===== src/hdl/qts_pkg.sv =====
`default_nettype none
// ----------------------------------------------------------------------------
// qts_pkg
// Types and constants shared by the quintic trajectory sampler and its units.
// ----------------------------------------------------------------------------
package qts_pkg;

  localparam int TIME_W     = 48;
  localparam int VAL_W      = 32;
  localparam int DUR_W      = 32;
  localparam int CFG_IDX_W  = 3;
  localparam int CFG_DATA_W = 48;

  localparam int MUL_A_W    = 64;
  localparam int MUL_B_W    = 33;
  localparam int PROD_W     = MUL_A_W + MUL_B_W;

  localparam int DIV_NUM_W  = 64;
  localparam int DIV_DEN_W  = 32;
  localparam int DIV_CNT_W  = 6;

  localparam int POW_W      = 33;
  localparam int BL_W       = 44;
  localparam int PS_W       = 50;

  localparam logic [MUL_B_W-1:0] US_PER_S = 33'd1000000;
  localparam logic [POW_W-1:0]   ONE_Q32  = 33'h1_0000_0000;

  typedef enum logic [2:0] {
    PH_HELD    = 3'd0,
    PH_BEFORE  = 3'd1,
    PH_MOVING  = 3'd2,
    PH_AFTER   = 3'd3,
    PH_INVALID = 3'd4
  } phase_t;

  typedef enum logic [CFG_IDX_W-1:0] {
    REG_START_X    = 3'd0,
    REG_START_Y    = 3'd1,
    REG_START_Z    = 3'd2,
    REG_END_X      = 3'd3,
    REG_END_Y      = 3'd4,
    REG_END_Z      = 3'd5,
    REG_BEGIN_TIME = 3'd6,
    REG_DURATION   = 3'd7
  } cfg_reg_t;

  typedef enum logic [4:0] {
    S_IDLE,
    S_CHECK,
    S_PDIV,
    S_POW,
    S_BLEND,
    S_DVGO,
    S_DVMUL,
    S_DAMUL,
    S_AXIS,
    S_POSMUL,
    S_VELMUL,
    S_VELDIV,
    S_ACCMUL,
    S_ACCDIV1,
    S_Q1MUL,
    S_ACCDIV2,
    S_FIN
  } seq_state_t;

  typedef struct packed {
    logic done;
    logic big;
    logic rem_nz;
  } div_status_t;

endpackage
`default_nettype wire


===== src/hdl/qts_div.sv =====
`default_nettype none
// ----------------------------------------------------------------------------
// qts_div
// Restoring divider, one quotient bit per cycle over the full 64-bit
// numerator. Quotients of 2^32 or more are flagged as big.
// ----------------------------------------------------------------------------
module qts_div import qts_pkg::*; (
  input  logic                 clk,
  input  logic                 rst,
  input  logic                 start,
  input  logic [DIV_NUM_W-1:0] num,
  input  logic [DIV_DEN_W-1:0] den,
  output div_status_t          status,
  output logic [DIV_NUM_W-1:0] quo
);

  logic                 busy;
  logic                 done_r;
  logic [DIV_DEN_W-1:0] rem;
  logic [DIV_NUM_W-1:0] lo;
  logic [DIV_DEN_W-1:0] den_r;
  logic [DIV_CNT_W-1:0] cnt;
  logic [DIV_DEN_W:0]   r2;
  logic [DIV_DEN_W:0]   diff;
  logic                 fits;

  // The partial remainder stays below the divisor, so 33 bits hold the shift.
  assign r2   = {rem, lo[DIV_NUM_W-1]};
  assign fits = r2 >= {1'b0, den_r};
  assign diff = r2 - {1'b0, den_r};

  assign status.done   = done_r;
  assign status.big    = lo[DIV_NUM_W-1:DIV_DEN_W] != '0;
  assign status.rem_nz = rem != '0;
  assign quo           = lo;

  always_ff @(posedge clk) begin
    if (rst) begin
      busy   <= 1'b0;
      done_r <= 1'b0;
    end else begin
      done_r <= 1'b0;
      if (start) begin
        busy <= 1'b1;
      end else if (busy) begin
        if (cnt == DIV_CNT_W'(DIV_NUM_W - 1)) begin
          busy   <= 1'b0;
          done_r <= 1'b1;
        end
      end
    end
  end

  always_ff @(posedge clk) begin
    if (start) begin
      rem   <= '0;
      lo    <= num;
      den_r <= den;
      cnt   <= '0;
    end else if (busy) begin
      rem <= fits ? diff[DIV_DEN_W-1:0] : r2[DIV_DEN_W-1:0];
      lo  <= {lo[DIV_NUM_W-2:0], fits};
      cnt <= cnt + 1'b1;
    end
  end

endmodule
`default_nettype wire


===== config.mk =====
export PLATFORM = sky130hd
export DESIGN_NAME = qts_div
export DESIGN_NICKNAME = d
export VERILOG_FILES = /design/src/hdl/qts_pkg.sv /design/src/hdl/qts_div.sv
export SDC_FILE = /design/constraint.sdc
export NUM_CORES = 1
export LEC_CHECK = 0
export BUFFER_PORTS_ARGS = -buffer_cell sky130_fd_sc_hd__buf_2
export CAP_MARGIN = 25
export CORE_MARGIN = 1.5
export CORE_UTILIZATION = 55
export DETAILED_ROUTE_END_ITERATION = 8
export PLACE_DENSITY = 0.81
export SKIP_CTS_REPAIR_TIMING = 1
export SYNTH_ARGS = -nofsm -noshare
export SYNTH_HDL_FRONTEND = slang
export SYNTH_SLANG_ARGS = --single-unit

===== constraint.sdc =====
create_clock -name clk -period 3 [get_ports clk]
set_input_delay 0.15 -clock clk [delete_from_list [all_inputs] [get_ports clk]]
set_output_delay 0.15 -clock clk [all_outputs]
set_load 0.02 [all_outputs]

-- Yosys cells after proc, flatten, opt, wreduce, memory -nomap -nowiden
Cells that the tools add are included.
- register bits: 136
- output and inout bits: 67
- bits of input ports: 99
- word-level logic and storage cells: 22
- bitwise logic cells: 1
- muxes and demuxes: 7
- add/subtract/negate cells: 2
- order comparisons: 1
- eq/ne operators: 1
- reduce and logical (&&, ||, !) cells: 4
- operators with widths (cell ; count):
    64-bit two-way mux ; 2
    32-bit nonzero test ; 2
    33-bit by 32-bit >= comparator with 1-bit output ; 1
    32-bit two-way mux ; 1
    32-bit subtractor ; 1
    6-bit by 1-bit adder with 6-bit output (second input constant) ; 1
    6-bit == test (second input constant) ; 1
    1-bit two-way mux ; 4
    3-bit OR reduction ; 1
    2-bit nonzero test ; 1
    1-bit NOT ; 1

-- Longest topological paths before layout
- word-level depth: 4
- gate-level depth with buffers: 13
- mapped depth without buffers: 12

-- Worst setup path before layout
OpenSTA, ideal clock, no wires.
- path type: register to register
- from: register den_r[26]
- to: register lo[0], in the netlist quo[0] (data pin)
- data required time: 2740 ps
- setup time: 260 ps
- cell stages (with the launch flop): 12
- clock period less this slack: 2676 ps
- slack: 324 ps
- data arrival time: 2416 ps
- path buffers: 2
- cells stage by stage: edfxtp_1 inv_1 ha_1 buf_2 a211oi_1 nor3b_1 o311ai_0 o211ai_1 a211oi_1 o31ai_4 buf_2 mux2_2
- longest elaborated chain between the ends: 3
- RTL lines (what ; line ; RTL):
    from (decl) ; qts_div.sv:21 ; logic [DIV_DEN_W-1:0] den_r;
    from (signal assigned) ; qts_div.sv:58 ; den_r <= den;
    33-bit by 32-bit >= comparator with 1-bit output ; qts_div.sv:29 ; assign fits = r2 >= {1'b0, den_r};
    64-bit two-way mux ; qts_div.sv:60 ; end else if (busy) begin
    64-bit two-way mux ; qts_div.sv:55 ; if (start) begin
    to (signal assigned) ; qts_div.sv:57 ; lo <= num;
    to (signal assigned) ; qts_div.sv:62 ; lo <= {lo[DIV_NUM_W-2:0], fits};
    to (decl) ; qts_div.sv:20 ; logic [DIV_NUM_W-1:0] lo;
No other way between the ends. The select of a mux whose other input is x is not followed.
A chain may end at the register's enable or synchronous reset.

-- Worst setup path in the final report
- from: register rem[25]
- to: register lo[0], in the netlist quo[0] (data pin)
- longest elaborated chain between the ends: 3
- RTL lines (what ; line ; RTL):
    from (decl) ; qts_div.sv:19 ; logic [DIV_DEN_W-1:0] rem;
    from (signal assigned) ; qts_div.sv:61 ; rem <= fits ? diff[DIV_DEN_W-1:0] : r2[DIV_DEN_W-1:0];
    33-bit by 32-bit >= comparator with 1-bit output ; qts_div.sv:29 ;
    64-bit two-way mux ; qts_div.sv:60 ;
    64-bit two-way mux ; qts_div.sv:55 ;
No other way between the ends. The select of a mux whose other input is x is not followed.

==> flow_summary.yaml <==
cells_and_area:
  drive_above_1_share: 0.347
  nets: 1000
  final_area_sq_mm: 0.00944
  antenna_cells: 0
  layout-area-overhead-vs-synth_pct: 29.3
route:
  vias: 5973
  wl_met2_um: 9210
  totalWireLength_um: 18800
  wl_met1_um: 7610
  drc: 0
  wl_per_cell_um: 17.8
  ant_nets: 0
  wl_met3_um: 1340
  routed.top_layer: "met4"
  vias_per_cell: 5.68
  drt-pass1-iter-count: 5
  first_iter_violations: 353
critical_path:
  r2r_setup_slack_ns: 0.12
  critPathMaxStageDelay_ns: 0.41
  path_buf_inv: 2
  cp_top_family: "compound AO/OA/AOI/OAI gates"
  startpoint_type: "flop"
  crit_arrival_ns: 3.06
  r2r-start: "rem[25]"
  r2r_cells: 10
  worst-path-max-fanout: 12
  worstPathRequired_ns: 3.17
  cp_slowest_cell: "dfxtp_1"
  r2r-end: "quo[0]"
  worstSetupStartpoint: "rem[25]"
  cp.depth: 10
  critPathKind: "reg2reg"
  end_kind: "flop"
  path_cells: "ha_1 -> a211oi_1 -> nor3b_1 -> o311ai_0 -> o211ai_1 -> a211oi_2 -> o31ai_4 -> buf_4 -> clkbuf_16 -> mux2_2"
die:
  die_height_um: 118
  initial_core_util: 0.571
  die-area_sq_mm: 0.0140
  die_w_um: 118
  num_io_pins: 166
  rows: 41
  core_sq_mm: 0.0128
sta:
  hold_viol_final: 0
  fin_skew_ns: 0.0148
  finalMaxSlewViolations: 0
  worst_pin_slew_ns: 0.700
  min_period_ns: 2.88
  finalSetupViolations: 0
  setup_slack_ns: 0.116
  max_freq_mhz: 347
  post-route-period-util: 0.961
  slew_headroom: 0.533
synthesis:
  yosysSeqAreaShare: 0.505
  synth_edf_count: 96
  synthCells: 654
  ys_async_sr_fraction: 0
  ys_ff_latch: 136
  yosys.cell_count.top_type: "edfxtp_1"
  synth_common_cells: "edfxtp_1, mux2_2, nor2_1, inv_1"
  synthFlopType: "edfxtp_1"
  synth.avg_cell_area_sq_um: 11.2
  synth_area_leaders: "edfxtp_1, dfxtp_1, mux2_2"
  synth_cell_types: 56
  synth_warnings: 0
  synth_fp_nets: 787
  synth_area_sq_mm: 0.00730
  synthDominantCellAreaShare: 0.395
  synth_largest_area_cell: "edfxtp_1"
min_path:
  min_to: "quo[16]"
  hp-start: "num[16]"
  hp-class: "in2reg"
  hold_path_depth: 2
outcome:
  status: "finished clean"
cts:
  h-tree-depth: 4
  cts_num_sinks: 136
  numCtsBuffers: 17
  path_clk_slew_ns: 0.06
  cts_buffer_depth: 2
  clk-insertion-delay-late_ns: 0.42
  cts_tree: "yes"
  clockRootBuffer: "clkbuf_16"
placement:
  dp_slack_ns: 0.0582
  io_buffers: 165
  hpwl_um: 13100
  dpl-instance-area_sq_mm: 0.00837
  gp_routability_congestion: 0.925
global_route:
  grt_first_pass_wirelength_um: 29100
  grt_overflow: 0
  first_global_vias: 5960
  grt_max_degree: 57
  antenna_found_initial: 0
  grt_util_all_layers: 0.265
power:
  p_per_area_mw_per_mm2: 596
  p_total_uw: 5630
  ir_drop_v: 0.000699
  p_leak_uw: 0.00395
job:
  maxCapViolCount: 0
==> routing by layer <==
metal	up-vias	GRT usage
met5	-	0
met4	0	0.123
met3	49	0.0869
met2	239	0.442
met1	2825	0.309
li1	2860	-
==> worst max path at each step <==
stage	to
6_report	quo[0]
5_1_grt	rem[26]
4_1_cts	rem[9]
3_5_place_dp	rem[9]
3_3_place_gp	rem[9]
2_1_floorplan	quo[0]
==> area by class of cell <==
cell class                      instances  area [sq um]
Sequential cell                       136          3680
Multi-Input combinational cell        447          3390
Fill cell                             879          3330
Timing Repair Buffer                  223          1420
Clock buffer                           18           429
Tap cell                              172           215
Inverter                               42           158
Clock inverter                         14           148
==> stage by stage <==
| step | hold slack [ns] | instances | util | setup TNS, ns |
|---|---|---|---|---|
| 5_1_grt | 0.0226 | 1052 | 0.739 | -0.0938 |
| 3_5_place_dp | 0.329 | 979 | 0.655 | 0 |
| 6_report | 0.0295 | 1052 | 0.739 | 0 |
| 4_1_cts | -0.107 | 1011 | 0.700 | 0 |
| 2_1_floorplan | 0.222 | 654 | - | 0 |
| 3_3_place_gp | 0.327 | 979 | 0.655 | 0 |
==> sequential cells by signal (all words and copies together), names as in the netlist <==
signal  count
den_r      32
quo        64
rem        32
cnt         6
done_r      1
busy        1
==> placed cells by master, fill, tap and decap left out, drive strengths merged, types with 4 or more instances in the layout <==
cell / netlist / final
nor4: 17 / 17
o21ai: 31 / 31
a21oi: 32 / 32
nor3: 8 / 8
mux2: 64 / 64
xor2: 14 / 14
a211oi: 21 / 21
mux2i: 22 / 22
xnor2: 18 / 18
a31oi: 9 / 9
o21a: 6 / 6
ha: 33 / 33
o211ai: 6 / 6
nand2: 40 / 40
inv: 42 / 45
nor2b: 4 / 4
nand4: 16 / 16
and3: 6 / 6
edfxtp: 96 / 96
nor2: 48 / 48
nand3: 6 / 6
or2: 5 / 5
clkinv: 0 / 7
dfxtp: 40 / 40
a21o: 8 / 8
dlygate4sd3: 0 / 33
clkbuf: 20 / 20
o31ai: 4 / 4
buf: 9 / 188
==> cell families (layout without fill, tap and decap cells) <==
kind of cell | after synthesis | after routing | share of synthesized area
adders and majority gates | 34 | 34 | 0.0593
AOI/OAI and AO/OA | 135 | 135 | 0.121
muxes | 86 | 86 | 0.129
buffers and inverters | 71 | 297 | 0.0410
DFF | 136 | 136 | 0.505
xor gates and xnor gates | 32 | 32 | 0.0384
and+or+nand+nor | 160 | 160 | 0.106
==> where the power goes <==
group	total (uW)	switching (uW)	internal (uW)
Sequential	2330	120	2210
Clock	2060	830	1230
Combinational	1240	681	559
Total	5630	1630	4000
(Power assumes the default switching activity.)
