File: config.mk
export PLATFORM = sky130hd
export DESIGN_NAME = qts_mul
export DESIGN_NICKNAME = d
export VERILOG_FILES = /design/src/hdl/qts_pkg.sv /design/src/hdl/qts_mul.sv
export SDC_FILE = /design/constraint.sdc
export NUM_CORES = 1
export LEC_CHECK = 0
export BUFFER_PORTS_ARGS = -buffer_cell sky130_fd_sc_hd__buf_4
export CORE_ASPECT_RATIO = 0.75
export CORE_UTILIZATION = 35
export DETAILED_ROUTE_END_ITERATION = 8
export PLACE_DENSITY = 0.58
export SLEW_MARGIN = 15
export SYNTH_ARGS = -nofsm -noshare
export SYNTH_HDL_FRONTEND = slang
export SYNTH_SLANG_ARGS = --single-unit
File: constraint.sdc
create_clock -name clk -period 3.78 [get_ports clk]
set_input_delay 0.756 -clock clk [delete_from_list [all_inputs] [get_ports clk]]
set_output_delay 0.756 -clock clk [all_outputs]
set_load 0.1 [all_outputs]
File: src/hdl/qts_pkg.sv
`default_nettype none
// ----------------------------------------------------------------------------
// qts_pkg
// Types and constants shared by the quintic trajectory sampler and its units.
// ----------------------------------------------------------------------------
package qts_pkg;

  localparam int TIME_W     = 48;
  localparam int VAL_W      = 32;
  localparam int DUR_W      = 32;
  localparam int CFG_IDX_W  = 3;
  localparam int CFG_DATA_W = 48;

  localparam int MUL_A_W    = 64;
  localparam int MUL_B_W    = 33;
  localparam int PROD_W     = MUL_A_W + MUL_B_W;

  localparam int DIV_NUM_W  = 64;
  localparam int DIV_DEN_W  = 32;
  localparam int DIV_CNT_W  = 6;

  localparam int POW_W      = 33;
  localparam int BL_W       = 44;
  localparam int PS_W       = 50;

  localparam logic [MUL_B_W-1:0] US_PER_S = 33'd1000000;
  localparam logic [POW_W-1:0]   ONE_Q32  = 33'h1_0000_0000;

  typedef enum logic [2:0] {
    PH_HELD    = 3'd0,
    PH_BEFORE  = 3'd1,
    PH_MOVING  = 3'd2,
    PH_AFTER   = 3'd3,
    PH_INVALID = 3'd4
  } phase_t;

  typedef enum logic [CFG_IDX_W-1:0] {
    REG_START_X    = 3'd0,
    REG_START_Y    = 3'd1,
    REG_START_Z    = 3'd2,
    REG_END_X      = 3'd3,
    REG_END_Y      = 3'd4,
    REG_END_Z      = 3'd5,
    REG_BEGIN_TIME = 3'd6,
    REG_DURATION   = 3'd7
  } cfg_reg_t;

  typedef enum logic [4:0] {
    S_IDLE,
    S_CHECK,
    S_PDIV,
    S_POW,
    S_BLEND,
    S_DVGO,
    S_DVMUL,
    S_DAMUL,
    S_AXIS,
    S_POSMUL,
    S_VELMUL,
    S_VELDIV,
    S_ACCMUL,
    S_ACCDIV1,
    S_Q1MUL,
    S_ACCDIV2,
    S_FIN
  } seq_state_t;

  typedef struct packed {
    logic done;
    logic big;
    logic rem_nz;
  } div_status_t;

endpackage
`default_nettype wire

File: src/hdl/qts_mul.sv
`default_nettype none
// ----------------------------------------------------------------------------
// qts_mul
// Shift-add unsigned multiplier, one multiplier bit per cycle, stops early
// once the remaining multiplier bits are all zero.
// ----------------------------------------------------------------------------
module qts_mul import qts_pkg::*; (
  input  logic               clk,
  input  logic               rst,
  input  logic               start,
  input  logic [MUL_A_W-1:0] a,
  input  logic [MUL_B_W-1:0] b,
  output logic               done,
  output logic [PROD_W-1:0]  prod
);

  logic               busy;
  logic [PROD_W-1:0]  acc;
  logic [PROD_W-1:0]  a_sh;
  logic [MUL_B_W-1:0] b_sh;

  assign done = busy && (b_sh == '0);
  assign prod = acc;

  always_ff @(posedge clk) begin
    if (rst) begin
      busy <= 1'b0;
    end else if (start) begin
      busy <= 1'b1;
    end else if (done) begin
      busy <= 1'b0;
    end
  end

  always_ff @(posedge clk) begin
    if (start) begin
      acc  <= '0;
      a_sh <= PROD_W'(a);
      b_sh <= b;
    end else if (busy) begin
      if (b_sh[0]) begin
        acc <= acc + a_sh;
      end
      a_sh <= {a_sh[PROD_W-2:0], 1'b0};
      b_sh <= {1'b0, b_sh[MUL_B_W-1:1]};
    end
  end

endmodule
`default_nettype wire

# Word-level counts from Yosys, hierarchy flattened
# Index checks and enable logic that the tools add are counted.
[totals]
output_inout_bits = 98
input_bits = 100
word_cells = 17
register_bits = 228
[op_classes]
addsub = 1
mux = 6
n_reduce_logical = 5
[op_table]
columns = ["op", "count"]
rows = [
  ["64-bit 2-to-1 mux", 2],
  ["97-bit adder", 1],
  ["33-bit 2-to-1 mux", 2],
  ["33-bit zero test", 1],
  ["2-bit nonzero test", 2],
  ["1-bit 2-to-1 mux", 2],
  ["2-bit AND reduction", 1],
  ["1-bit logical AND", 1],
]

# Logic depth before layout (Yosys ltp)
# Gate-level depths: netlist of the first run.
[logic_depth]
depth_word = 4
mapped_depth = 12
mapped_depth_nobuf = 12

# Worst setup path after synthesis of the first run
# Ideal clock, no wire load.
[synth_timing]
path_kind = "flip-flop to flip-flop"
startpoint = "register acc[0], in the netlist prod[0]"
endpoint = "register acc[96], in the netlist prod[96]"
n_path_buf = 0
path_stages_with_launch = 12
required_time_ns = 3.657
setup_time_ns = 0.123
synth_period_minus_slack_ns = 3.767
t_arrival_ns = 3.644
setup_slack_ns = 0.013
cell_sequence = "dfxtp_1 > ha_1 > fa_1 > a21o_1 > a311o_2 > a2111o_1 > nand4_1 > a21oi_1 > a211oi_2 > o21bai_1 > a221o_1 > mux2_1"
[synth_between]
elab_chain_cells = 1
[synth_lines]
columns = ["item", "line", "source"]
rows = [
  ["start, declared", "qts_mul.sv:18", "logic [PROD_W-1:0] acc;"],
  ["start signal, assigned", "qts_mul.sv:42", "acc <= acc + a_sh;"],
  ["97-bit adder", "qts_mul.sv:42", ""],
]
# Every way passes these cells.
# A chain may end at the register's enable or synchronous reset.

# Worst setup path in the final report of the first run
[layout_timing]
startpoint = "register a_sh[0]"
endpoint = "register acc[52], in the netlist prod[52]"
[layout_between]
elab_chain_cells = 1
[layout_lines]
columns = ["item", "line", "source"]
rows = [
  ["start, declared", "qts_mul.sv:19", "logic [PROD_W-1:0] a_sh;"],
  ["start signal, assigned", "qts_mul.sv:38", "a_sh <= PROD_W'(a);"],
  ["start signal, assigned", "qts_mul.sv:44", "a_sh <= {a_sh[PROD_W-2:0], 1'b0};"],
  ["97-bit adder", "qts_mul.sv:42", ""],
]
# Every way passes these cells.

==> summary.md, run 1 <==
| Metric | Value |
|---|---|
| Status | completed |
| Worst-path clk slew | approximately 0.06 ns |
| Met2 wire length | 18,900 um |
| Clock skew | approximately 0.021 ns |
| Share of layout cells above drive strength 1 | a little over a fifth |
| Max Used Layer | met4 |
| DIE WIDTH | between 200 and 250 um |
| Final setup margin | roughly 0.15 ns |
| Pwr/cell area | approximately 410 nW/um2 |
| H-tree depth | 1 |
| Die Y | ~180 um |
| Total clock sinks | 228 |
| Most used standard cell by instance count after synthesis | nand2_1 |
| Comb pwr share | between 20% and 30% |
| Leakage power | about 7.2 nW |
| Setup_tns | 0 ns |
| Critical path class | register to register |
| Clk buf depth | 3 |
| Critical Path Start Type | register |
| TritonCTS clock tree | built |
| DR WL/cell | between 15 and 20 um |
| IO Count | between 150 and 200 |
| Post-synth top area cell | edfxtp_1 |
| Fin nets | between 2,000 and 2,500 |
| Fillcell total | 4,087 |
| Clk root buf | clkbuf_16 |
| Cells after DPL | roughly 2,400 |
| Sequential share of power | about two fifths |
| Starting Density | 35.8% |
| RSZ-0062 raised after global routing | no |
| Top FF cell, synth | dfxtp_1 |
| Place WS | approximately 0.083 ns |
| Required @ worst endpoint | between 4 and 5 ns |
| Number of synthesized flops with an enable pin | 97 |
| Final setup fails | 0 |
| Cts bufs inserted | 26 |
| # hold bufs at CTS | 0 |
| Vias in the first global route | between 10,000 and 15,000 |
| Final Hold Vio Count | 0 |
| Post-synth top cells | nand2_1 (226), a21oi_1 (190), dfxtp_1 (131), nor2_1 (131), edfxtp_1 (97) |
| Clk Latency, worst-skew pair | ~0.56 ns |
| Vias per Instance | between 5 and 6 |
| Synthesis-to-layout area growth | 20.4% |
| Sequential-to-total area share from yosys stat | a little under two fifths |
| Row cnt | 64 |
| Crit share post-route | a little over nine tenths |
| Arr. time, crit path | about 4.1 ns |
| Synth top area cells | edfxtp_1 (20%), dfxtp_1 (18%), ha_1 (8.2%), mux2_2 (7.3%), a21oi_1 (6.5%) |
| Worst Hold Class | input port to register |
| Post-route ant nets | 0 |
| Critical Path Sink Type | register |
| Switching share of total power | between 30% and 40% |
| Via Count | roughly 13,000 |
| Fmax | about 0.28 GHz |
| Number of library cell types mapped by synthesis | between 70 and 80 |
| Syn avg cell area | 8.89 um2 |
| DR iter-0 viols | 970 |
| Syn_nets | about 1,900 |
| Core Area | between 40,000 and 50,000 um2 |
| Largest net degree at the start of global routing | 56 |
| Hpwl dp | around 35,000 um |
| Die ar. | roughly 43,000 um2 |
| Slew headroom | ~46% |
| Post-synthesis cell area | around 15,000 um2 |
| Drt drc | 0 |
| Critical Path Fanout Max | 4 |
| Max cap viols | 0 |
| First-pass GRT wire length | about 70,000 um |
| WHS | roughly 0.35 ns |
| Total Routed Length | between 40,000 and 50,000 um |
| Total gr overflow | 0 |
| Diodes inserted | 0 |
| Antenna violations before repair | 0 |
| Internal power | around 4.8 mW |
| Worst Max-Slew Pin Slew | slightly above 0.8 ns |
| Flops & latches, synth | 228 |
| Max Transition Viols Final | 0 |
| Top-area cell type share of the netlist area | 19.8% |
| Fraction of registers with async set/reset | 0% |
| Metal3 WL | 2730 um |
| Clk pwr share | 33.2% |
| Met1 Routed Length | roughly 23,000 um |
| Yosys warns | 0 |
| Overall routing resource usage | approximately a fifth |
| Pre-antenna DRT Iters | 5 |
| Switching pwr | about 2.5 mW |
| Peak supply drop | 0.308 mV |
| Gate Count Post-Synth | 1,655 |
| Input/output buffers | about 200 |
| GP Congestion | 0.933 |
| Post-Layout Cell Count | 2,413 |
| Fin crit period | about 3.6 ns |
-- through the flow --
step | total power, mW | util, % | area (um2)
after floorplan | 4.37 | - | 14700
after global placement | 4.91 | 41.0 | 16900
after detailed placement | 4.93 | 41.0 | 16900
after CTS | 7.40 | 43.0 | 17700
after global routing | 7.67 | 43.1 | 17700
final | 7.34 | 43.1 | 17700
-- area by class of cell --
class / count / area [um2] / share of cell area (%)
clock buffers: 33 / 687 / 3.88
clock inverters: 15 / 124 / 0.699
inverters: 31 / 116 / 0.657
multi-input cells: 1311 / 8770 / 49.5
flip-flops and latches: 228 / 5540 / 31.3
well taps: 561 / 702 / 3.96
repair buffers: 234 / 1770 / 10.0
-- critical path, cell delays in order (launching register included) --
cell and delay (ns):
edfxtp_1 0.39, ha_1 0.24, fa_2 0.36, a21o_1 0.21, a311o_2 0.44, a2111o_1 0.48, a31o_2 0.27, a31oi_1 0.20
buf_4 0.16, o21ai_1 0.09, a21o_1 0.23, a21boi_1 0.21, xnor2_1 0.14, o21ai_1 0.06
-- final timing paths --
| check | start | end | slack, ns | cells after the start |
|---|---|---|---|---|
| hold reg to reg | prod[85] | prod[85] | 0.47 | 2 |
| hold / removal | rst | busy | 0.35 | 2 |
| setup / recovery | a_sh[0] | prod[52] | 0.15 | 13 |
| setup reg to reg | a_sh[0] | prod[52] | 0.15 | 13 |
-- flip-flops by register name, indices dropped and copies added, names as in the netlist --
signal,cells
b_sh,33
busy,1
a_sh,97
prod,97
-- metal layers --
layer / track usage (%) / vias up
li1: - / 6438
met1: 31.1 / 6252
met2: 30.5 / 366
met3: 3.41 / 46
met4: 3.59 / 0
met5: 0 / -
-- kinds of logic (layout without fill, tap and decap cells) --
kind of cell	Yosys count	in the layout	synth area share [%]
and+or+nand+nor	513	513	15.6
AOI/OAI and AO/OA	496	496	21.3
DFF	228	228	37.6
muxes	130	130	9.67
buffers and inverters	116	313	3.00
adders and majority gates	97	97	8.30
xor gates and xnor gates	75	75	4.47
-- power groups by stage --
| stage | registers [mW] | clock network, mW | logic (mW) |
|---|---|---|---|
| 6_report | 2.91 | 2.43 | 1.99 |
| 5_1_grt | 2.94 | 2.60 | 2.14 |
| 4_1_cts | 2.92 | 2.51 | 1.97 |
| 3_5_place_dp | 2.97 | 0 | 1.96 |
| 3_3_place_gp | 2.96 | 0 | 1.95 |
| 2_1_floorplan | 3.32 | 0 | 1.04 |
-- what timing repair did --
| action | 4_1_cts | 5_1_grt |
|---|---|---|
| buffers inserted | 0 | 2 |
| gates resized for setup | 0 | 5 |
| endpoints found under the setup margin | 0 | 6 |
-- layout by cell type, fill, tap and decap left out, types with 45 or more instances in the layout --
master / n
nand2_1: 225
edfxtp_1: 97
xnor2_1: 46
dfxtp_1: 130
o21ai_0: 88
buf_4: 232
mux2_2: 95
nor2_1: 130
a21oi_1: 190
a21o_1: 49
ha_1: 96
nand4_1: 45
No activity file was read; power rests on OpenSTA's default activity.
==> run 2, diff against run 1 <==
BUFFER_PORTS_ARGS = not set   (was -buffer_cell sky130_fd_sc_hd__buf_4)
DONT_BUFFER_PORTS = 1   (was not set)
PLACE_DENSITY = 0.54   (was 0.58)
==> run 2 against run 1 <==
Effect of this change: non-clock buffer count fell by 99; sequential cell count did not move; critical path type unchanged; wire length rose by 1.6%; critical endpoint is now prod[92]; sequential share of layout area rose by 1.1 points; clock power rose by 18%.
==> summary.md, run 2 (synthesized netlist as in run 1, its figures left out) <==
| Metric | Value |
|---|---|
| Status | completed |
| Die Y | 180 um (unchanged) |
| Final setup fails | 0 (unchanged) |
| Drt drc | 0 (unchanged) |
| Worst Max-Slew Pin Slew | 1.11 ns (+0.309 ns) |
| Commonest non-fill, non-tap cell in the layout | nand2_1 |
| Vias per Instance | 5.53 (+1.9%) |
| Peak supply drop | 0.329 mV (+7.0%) |
| Overall routing resource usage | 20.9% (+0.37 points) |
| Leakage power | 6.82 nW (-5.5%) |
| WHS Path Cells | 1 (-1) |
| Cells after DPL | 2,266 (-4.1%) |
| Core Area | 41,100 um2 (unchanged) |
| Fin area | 17,100 um2 (-3.3%) |
| Crit share post-route | 96.3% (+0.38 points) |
| DR iter-0 viols | 1,024 (+5.6%) |
| Slew headroom | 25.7% (-21 points) |
| Hpwl dp | 34,500 um (-0.82%) |
| Total gr overflow | 0 (unchanged) |
| First-pass GRT wire length | 71,300 um (+1.2%) |
| Worst r2r dst | prod[92] |
| Pre-antenna DRT Iters | 5 (unchanged) |
| Final setup margin | 0.140 ns (-0.0145 ns) |
| Share of layout cells above drive strength 1 | 17.6% (-3.9 points) |
| Area after DPL | 16,100 um2 (-4.3%) |
| Die ar. | 42,800 um2 (unchanged) |
| Reg-to-reg startpoint | a_sh[0] |
| Vias in the first global route | 12,212 (-2.2%) |
| Largest net degree at the start of global routing | 197 (+250%) |
| Total Routed Length | 45,800 um (+1.6%) |
| Worst Hold Endpoint | busy |
| Fin crit period | 3.64 ns (+0.0145 ns) |
| Pwr/cell area | 448 nW/um2 (+8.1%) |
| Flop2flop setup slack | 0.14 ns (about the same) |
| TritonCTS clock tree | built |
| Clk Latency, worst-skew pair | 0.57 ns (about the same) |
| Max Transition Viols Final | 0 (unchanged) |
| Hold path startpoint | rst |
| Final Hold Vio Count | 0 (unchanged) |
| Cts bufs inserted | 27 (+3.8%) |
| RSZ-0062 raised after global routing | no |
| DR WL/cell | 19.8 um (+5.7%) |
| Fin nets | 1,931 (-4.8%) |
| Critical path class | register to register |
| Clock skew | 0.0181 ns (-0.00323 ns) |
| Total clock sinks | 228 (unchanged) |
| Clk root buf | clkbuf_16 |
| Place WS | 0.0367 ns (-0.0464 ns) |
| Pwr Total | 7.67 mW (+4.6%) |
| Post-Layout Cell Count | 2,319 (-3.9%) |
| DIE WIDTH | 239 um (unchanged) |
| IO Count | 198 (unchanged) |
| Row cnt | 64 (unchanged) |
| Critical Path Sink Type | register |
| Starting Density | 35.8% (unchanged) |
| Synthesis-to-layout area growth | 16.5% |
| H-tree depth | 1 (unchanged) |
| Antenna violations before repair | 5 (+5) |
| Post-CTS Setup Bufs | 0 (unchanged) |
| Critical Path Fanout Max | 4 (unchanged) |
| Cells on worst reg2reg path | 13 (unchanged) |
| Fmax | 0.275 GHz (-0.40%) |
| Setup_tns | 0 ns (unchanged) |
| Critical Path Start Type | register |
| Required @ worst endpoint | 4.23 ns (+0.03 ns) |
| Arr. time, crit path | 4.09 ns (+0.04 ns) |
| Worst-path clk slew | 0.06 ns (about the same) |
| Via Count | 12,825 (-2.1%) |
| Clk buf depth | 3 (unchanged) |
| GP Congestion | 0.954 (+2.3%) |
| Worst Hold Class | input port to register |
| Input/output buffers | 0 (-100%) |
| Most frequent cells in the layout | nand2_1 (225), a21oi_1 (189), buf_4 (134) |
| Post-route ant nets | 0 (unchanged) |
| Max cap viols | 0 (unchanged) |
## run 2: stage by stage
stage          utilization, %  hold WS, ns
2_1_floorplan               -        0.487
3_3_place_gp             39.3        0.496
3_5_place_dp             39.3        0.512
4_1_cts                  41.6        0.225
5_1_grt                  41.7        0.229
6_report                 41.7        0.254
## run 2: power by group
part | switching, mW | internal (mW) | total [mW]
clock | 1.14 | 1.72 | 2.86
sequential | 0.107 | 2.77 | 2.88
combinational | 1.31 | 0.624 | 1.93
total | 2.56 | 5.12 | 7.67
## run 2: layer usage
metal	share of wire [%]	wire, um	track usage [%]
met3	8.2	3760	5.47
met1	49	22400	31.1
met5	0.048	22	0
met2	41	18700	29.8
met4	2.1	975	4.64
## run 2: critical path, cell delays in order (launching register included)
cell       delay [ns]
edfxtp_1         0.39
ha_2             0.21
fa_1             0.40
a21o_1           0.22
a311o_2          0.43
a2111o_1         0.49
nand4_1          0.17
a21oi_1          0.13
a21oi_1          0.18
a2111oi_0        0.16
buf_4            0.20
o21ai_2          0.19
nand3_1          0.10
a32o_1           0.25
## run 2: cell type report
cell class	count	area, um2
Timing Repair Buffer	135	1030
Clock buffer	30	687
Inverter	31	116
Tap cell	561	702
Multi-Input combinational cell	1311	8800
Clock inverter	20	262
Sequential cell	228	5540
Fill cell	4102	23900
Antenna cell	3	7.51
## run 2: what timing repair did
item,4_1_cts,5_1_grt
hold buffers,0,0
endpoints found under the setup margin,0,12
resized for setup,0,12
## run 2: how the worst max path moves through the flow
stage	cells past startpoint	endpoint	from
2_1_floorplan	11	prod[96]	prod[0]
3_3_place_gp	13	prod[86]	a_sh[0]
3_5_place_dp	12	prod[96]	a_sh[0]
4_1_cts	12	prod[96]	a_sh[0]
5_1_grt	13	prod[92]	a_sh[0]
6_report	13	prod[92]	a_sh[0]
